**src/hw/rtl/wtt_pkg.sv**
```systemverilog
// ============================================================================
// wtt_pkg
// Shared types and constants of the wildcard three-tuple lookup table.
// ============================================================================
package wtt_pkg;

    localparam int Entries      = 64;
    localparam int PayloadWidth = 64;
    localparam int SlotBits     = $clog2(Entries);

    typedef enum logic [2:0] {
        MODE_ADD       = 3'd0,
        MODE_MODIFY    = 3'd1,
        MODE_FIND      = 3'd2,
        MODE_DELETE    = 3'd3,
        MODE_FLUSH_ADR = 3'd4,
        MODE_FLUSH_ALL = 3'd5,
        MODE_RSVD6     = 3'd6,
        MODE_RSVD7     = 3'd7
    } t_mode;

    localparam logic [1:0] ST_OK       = 2'd0;
    localparam logic [1:0] ST_EXISTS   = 2'd1;
    localparam logic [1:0] ST_NOTFOUND = 2'd2;
    localparam logic [1:0] ST_FULL     = 2'd3;

    typedef struct packed {
        logic [2:0]  mode;
        logic        is_v6;
        logic [63:0] ip_high;
        logic [63:0] ip_low;
        logic [15:0] port_num;
        logic [7:0]  proto_num;
        logic        port_given;
        logic        proto_given;
        logic [63:0] payload_in;
    } t_in_item;

    typedef struct packed {
        logic [1:0]  status;
        logic [63:0] payload_out;
    } t_out_item;

    // Normalized key and payload broadcast to every cell
    typedef struct packed {
        logic                    v6;
        logic [63:0]             hi;
        logic [63:0]             lo;
        logic [15:0]             port;
        logic [7:0]              proto;
        logic                    pg;
        logic                    rg;
        logic [15:0]             port_raw;
        logic [7:0]              proto_raw;
        logic [PayloadWidth-1:0] pay;
    } t_key;

    // Per-cell match flags
    typedef struct packed {
        logic exact;
        logic find;
        logic addr;
        logic free;
    } t_hit;

    // Write command to one cell
    typedef struct packed {
        logic ins;
        logic upd;
        logic clr;
    } t_wr;

    // Chain signals passed from a cell to its higher neighbor
    typedef struct packed {
        logic                    exact_seen;
        logic                    find_seen;
        logic                    free_seen;
        logic [PayloadWidth-1:0] find_pay;
    } t_chain;

endpackage

```
**src/hw/rtl/wtt_cell.sv**
```systemverilog
// ============================================================================
// wtt_cell
// One table slot: stores an entry, compares it with the key and takes part
// in the lowest-slot priority chain.
// ============================================================================
module wtt_cell (
    input  logic               i_clk,
    input  logic               i_rst_n,
    input  wtt_pkg::t_key      i_key,
    input  logic               i_cmp,
    input  logic               i_commit,
    input  logic [2:0]         i_mode,
    input  logic               i_any_exact,
    input  wtt_pkg::t_chain    i_chain,
    output wtt_pkg::t_chain    o_chain,
    output wtt_pkg::t_hit      o_hit
);

    logic                              r_valid;
    logic                              r_v6;
    logic [63:0]                       r_hi;
    logic [63:0]                       r_lo;
    logic [15:0]                       r_port;
    logic [7:0]                        r_proto;
    logic                              r_pg;
    logic                              r_rg;
    logic [wtt_pkg::PayloadWidth-1:0]  r_pay;
    wtt_pkg::t_hit                     r_hit;
    wtt_pkg::t_hit                     n_hit;
    wtt_pkg::t_wr                      wr;
    logic                              own_exact;
    logic                              own_find;
    logic                              own_free;

    // Compare the stored entry with the key
    always_comb begin
        n_hit.addr  = r_valid && r_v6 == i_key.v6 && r_hi == i_key.hi && r_lo == i_key.lo;
        n_hit.exact = n_hit.addr && r_port == i_key.port && r_proto == i_key.proto
                      && r_pg == i_key.pg && r_rg == i_key.rg;
        n_hit.find  = n_hit.addr && (!r_pg || r_port == i_key.port_raw)
                      && (!r_rg || r_proto == i_key.proto_raw);
        n_hit.free  = !r_valid;
    end

    // Hold match flags for the commit cycle
    always_ff @(posedge i_clk) begin
        if (!i_rst_n) begin
            r_hit <= '0;
        end else if (i_cmp) begin
            r_hit <= n_hit;
        end
    end

    // Resolve lowest-slot priority along the chain
    always_comb begin
        own_exact = r_hit.exact && !i_chain.exact_seen;
        own_find  = r_hit.find && !i_chain.find_seen;
        own_free  = r_hit.free && !i_chain.free_seen;
        o_chain.exact_seen = i_chain.exact_seen || r_hit.exact;
        o_chain.find_seen  = i_chain.find_seen || r_hit.find;
        o_chain.free_seen  = i_chain.free_seen || r_hit.free;
        o_chain.find_pay   = own_find ? r_pay : i_chain.find_pay;
        o_hit = r_hit;
        wr = '0;
        unique case (i_mode)
            wtt_pkg::MODE_ADD:       wr.ins = !i_any_exact && own_free;
            wtt_pkg::MODE_MODIFY: begin
                wr.ins = !i_any_exact && own_free;
                wr.upd = own_exact;
            end
            wtt_pkg::MODE_DELETE:    wr.clr = own_exact;
            wtt_pkg::MODE_FLUSH_ADR: wr.clr = r_hit.addr;
            wtt_pkg::MODE_FLUSH_ALL: wr.clr = 1'b1;
            default:                 wr = '0;
        endcase
    end

    // Valid bit
    always_ff @(posedge i_clk) begin
        if (!i_rst_n) begin
            r_valid <= 1'b0;
        end else if (i_commit) begin
            if (wr.ins) begin
                r_valid <= 1'b1;
            end else if (wr.clr) begin
                r_valid <= 1'b0;
            end
        end
    end

    // Entry contents
    always_ff @(posedge i_clk) begin
        if (i_commit && wr.ins) begin
            r_v6    <= i_key.v6;
            r_hi    <= i_key.hi;
            r_lo    <= i_key.lo;
            r_port  <= i_key.port;
            r_proto <= i_key.proto;
            r_pg    <= i_key.pg;
            r_rg    <= i_key.rg;
        end
        if (i_commit && (wr.ins || wr.upd)) begin
            r_pay <= i_key.pay;
        end
    end

endmodule

```
**config.mk**
```make
export PLATFORM = sky130hd
export DESIGN_NAME = wtt_cell
export DESIGN_NICKNAME = d
export VERILOG_FILES = /design/src/hw/rtl/wtt_pkg.sv /design/src/hw/rtl/wtt_cell.sv
export SDC_FILE = /design/constraint.sdc
export NUM_CORES = 1
export LEC_CHECK = 0
export BUFFER_PORTS_ARGS = -buffer_cell sky130_fd_sc_hd__buf_2
export CAP_MARGIN = 5
export CORE_AREA = 2 2 149 151
export DETAILED_ROUTE_END_ITERATION = 16
export DIE_AREA = 0 0 151 153
export PLACE_DENSITY = 0.8
export RECOVER_POWER = 50
export SYNTH_ARGS = -nofsm -noshare
export SYNTH_HDL_FRONTEND = slang
export SYNTH_SLANG_ARGS = --single-unit
```
**constraint.sdc**
```tcl
create_clock -name i_clk -period 16.1 [get_ports i_clk]
set_clock_uncertainty 0.1 [all_clocks]
set_input_delay 0.805 -clock i_clk [delete_from_list [all_inputs] [get_ports i_clk]]
set_output_delay 0.805 -clock i_clk [all_outputs]
set_load 0.01 [all_outputs]
```
==> impl_results.md <==
* Status: finished, violations left
* Failing checks: max-capacitance violations, max-slew violations
* Peak Freq at 166 MHz
* Logic gate share of total power at 7.6%
* Die Y-Extent at 153 µm
* First-pass iteration count of the detailed router at 6
* Worst path top cell family by delay: buffers and inverters
* DR iter-0 viols at 281
* Placer Congestion at 0.869
* Seq/Total Area, Yosys at 67.9%
* Commonest non-fill, non-tap cell in the layout: buf_2
* Layout area overhead at 29.3%
* Peak VDD IR at 90.7 µV
* Placed cell areas at 12200 µm²
* Final Critical Period at 6.04 ns
* TNS Setup at 0 ns
* Setup Viol. Count Final at 0
* Hold_sp: i_key[2]
* Synth unique cells at 42
* Design area at 12700 µm²
* Fraction of layout cells with a size suffix above 1 at 31.8%
* Yosys reg bits at 224
* RSZ-0062 raised after global routing: no
* Endpoints failing hold at 0
* Worst-Margin Slew at 4.66 ns
* Worst EP arrival at 6.08 ns
* Vias/cell at 5.10
* Placed cells at 1293
* Gr ovfl total at 0
* Fraction of power consumed by sequential logic at 50.1%
* Crit-path cells: buf_2, inv_1, nand2_1, or3_1, nor3_1, clkbuf_1, buf_4
* CP Max Fanout at 85
* Final cell count without fillers at 1340
* CTS tree: done
* Worst setup SP type: primary input
* Setup Buffers After CTS at 0
* Boundary Pins at 389
* Yosys top cell area share at 66.9%
* Hold_buf cts at 0
* Ys Warns at 0
* Hold Path End: r_pay[2]$_DFFE_PP_
* Die W at 151 µm
* Post-DRT Antenna Nets at 0
* Switching Share at 20.7%
* Initial antenna violation count at 7
* Net Switching at 0.267 mW
* Hold-critical path depth at 1
* Worst reg2reg endpoint: r_lo[59]$_DFFE_PP_
* I/O Buffers at 388
* Total track usage at 22.4%
* Most frequent cells in the layout: 225 x buf_2, 219 x edfxtp_1, 170 x clkbuf_1
* Avg Synthesized Cell Area at 15.7 µm²
* Worst-Skew Late Latency at 0.52 ns
* Initial core utilization at 45.8%
* Internal at 1.02 mW
* Nets at 1357
* Wirelength per Cell at 20.0 µm
* FF-to-FF Start: o_hit[0]$_SDFFE_PN0P_
* Clock root buffer: clkbuf_16
* R2R depth at 4
* Largest net degree at the start of global routing at 86
* Syn Std Cell Area at 9840 µm²
* Top cells by area, synth: edfxtp_1 67%, mux2_2 7.3%, xor2_1 6.2%
* Slew margin rel. at -210%
* Net Count, Synth at 946
* Critical path endpoint category: flop
* Max-cap violations at 2
* Routed WL at 26800 µm
* Leakage dissipation at 4.64 nW
* Setup CP Type: primary input to flop
* Core area at 21500 µm²
* Clock share of power at 42.4%
* Die area at 23100 µm²
* Final Cycle Share at 37.5%
* Synth Instances at 628
* Vias in the first global route at 7036
* DR vias at 6836
* Dpl hpwl at 21000 µm
* First-pass GRT wire length at 38800 µm
* Worst-path cell with the longest stage delay: clkbuf_1
* Clock Path Buffers at 3
* Pwr Density at 101 nW/µm²
* Crit path buf inv count at 4
* Reg clk slew, reported paths at 0.06 ns
* # fillers at 1770
* Max Slew Vio Count at 151
* FF-to-FF setup slack at 10.44 ns
* Number of remaining DRC errors at 0
* CP Data Required Time at 16.14 ns
* Worst min-delay path category: primary input to flop
* Post-synth top flop: edfxtp_1
* Sink Count at 224
* Post-synth top area cell: edfxtp_1
* CTS-repair resized insts at 0
* Row cnt at 54
* Crit-path max cell delay at 3.26 ns
* Ys async rst share at 0%
* H-tree lvl count at 1
* EDFF count, synth at 219
* TritonCTS Buffers at 24
==> power groups by stage <==
| stage | clock [mW] | sequential (mW) | combinational [mW] |
|---|---|---|---|
| global placement | 0 | 0.657 | 0.101 |
| CTS | 0.558 | 0.644 | 0.104 |
| floorplan | 0 | 0.658 | 0.0362 |
| detailed placement | 0 | 0.657 | 0.103 |
| finish | 0.545 | 0.645 | 0.0976 |
| global route | 0.581 | 0.645 | 0.107 |
==> metrics by stage <==
| step | total power, mW | util, % | hold WS [ns] | setup slack [ns] |
|---|---|---|---|---|
| 5_1_grt | 1.33 | 59.2 | 0.345 | 9.54 |
| 2_1_floorplan | 0.694 | - | 0.376 | 1.33 |
| 6_report | 1.29 | 59.2 | 0.370 | 10.06 |
| 3_5_place_dp | 0.760 | 56.6 | 0.381 | 12.27 |
| 3_3_place_gp | 0.757 | 56.6 | 0.382 | 12.32 |
| 4_1_cts | 1.31 | 60.2 | 0.341 | 12.80 |
==> sequential cells by signal (all words and copies together), names as in the netlist <==
signal	cells
r_hi	64
r_lo	64
r_pay	64
r_port	16
r_proto	8
o_hit	4
r_pg	1
r_rg	1
r_v6	1
r_valid	1
==> cell type report <==
class / instances / area, µm² / area share, %
flip-flops and latches: 224 / 6680 / 52.5
multi-input cells: 364 / 3020 / 23.8
repair buffers: 392 / 1760 / 13.8
clock buffers: 30 / 644 / 5.07
well taps: 280 / 350 / 2.75
clock inverters: 13 / 130 / 1.02
inverters: 33 / 124 / 0.974
diodes: 4 / 10.0 / 0.0787
==> per-layer routing <==
metal	part of all wire [%]	track usage, %
met5	0.20	0
met2	49	37.9
met3	11	8.30
met4	4.9	10.6
met1	35	24.8
==> how the worst max path moves through the flow <==
stage,cells after the start,endpoint,from,slack [ns]
after detailed placement,7,r_hi[28]$_DFFE_PP_,i_mode[1],12.27
after CTS,7,r_lo[59]$_DFFE_PP_,i_mode[1],12.80
after global routing,7,r_lo[59]$_DFFE_PP_,i_mode[1],9.54
after floorplan,5,r_pay[0]$_DFFE_PP_,i_mode[1],1.33
after global placement,7,r_hi[28]$_DFFE_PP_,i_mode[1],12.32
final,7,r_lo[59]$_DFFE_PP_,i_mode[1],10.06
==> cells in the mapped netlist, drive strengths merged (2+ instances only) <==
| cell type | n |
|---|---|
| dfxtp | 5 |
| xnor2 | 53 |
| nor4 | 20 |
| nand2 | 7 |
| or4 | 3 |
| inv | 32 |
| xor2 | 70 |
| nor2b | 51 |
| a2111oi | 17 |
| nand4 | 23 |
| mux2 | 64 |
| o2111a | 3 |
| edfxtp | 219 |
| clkbuf | 7 |
| a221oi | 2 |
| and2b | 2 |
| nand2b | 13 |
| nor3 | 3 |
| nor2 | 3 |
| o22ai | 8 |
| nand3 | 3 |
| o21ai | 5 |
| or2 | 3 |
| a222oi | 2 |
==> cells by family (layout without fill, tap and decap cells) <==
kind of cell	count (synthesis)	after routing	synth area share, %
xor gates and xnor gates	123	123	11.0
other	0	4	0
AOI/OAI and AO/OA	42	42	3.52
and+or+nand+nor	134	134	8.70
DFF	224	224	67.9
muxes	65	65	7.43
buffers and inverters	40	468	1.53
Power figures use the tool's default switching activity.
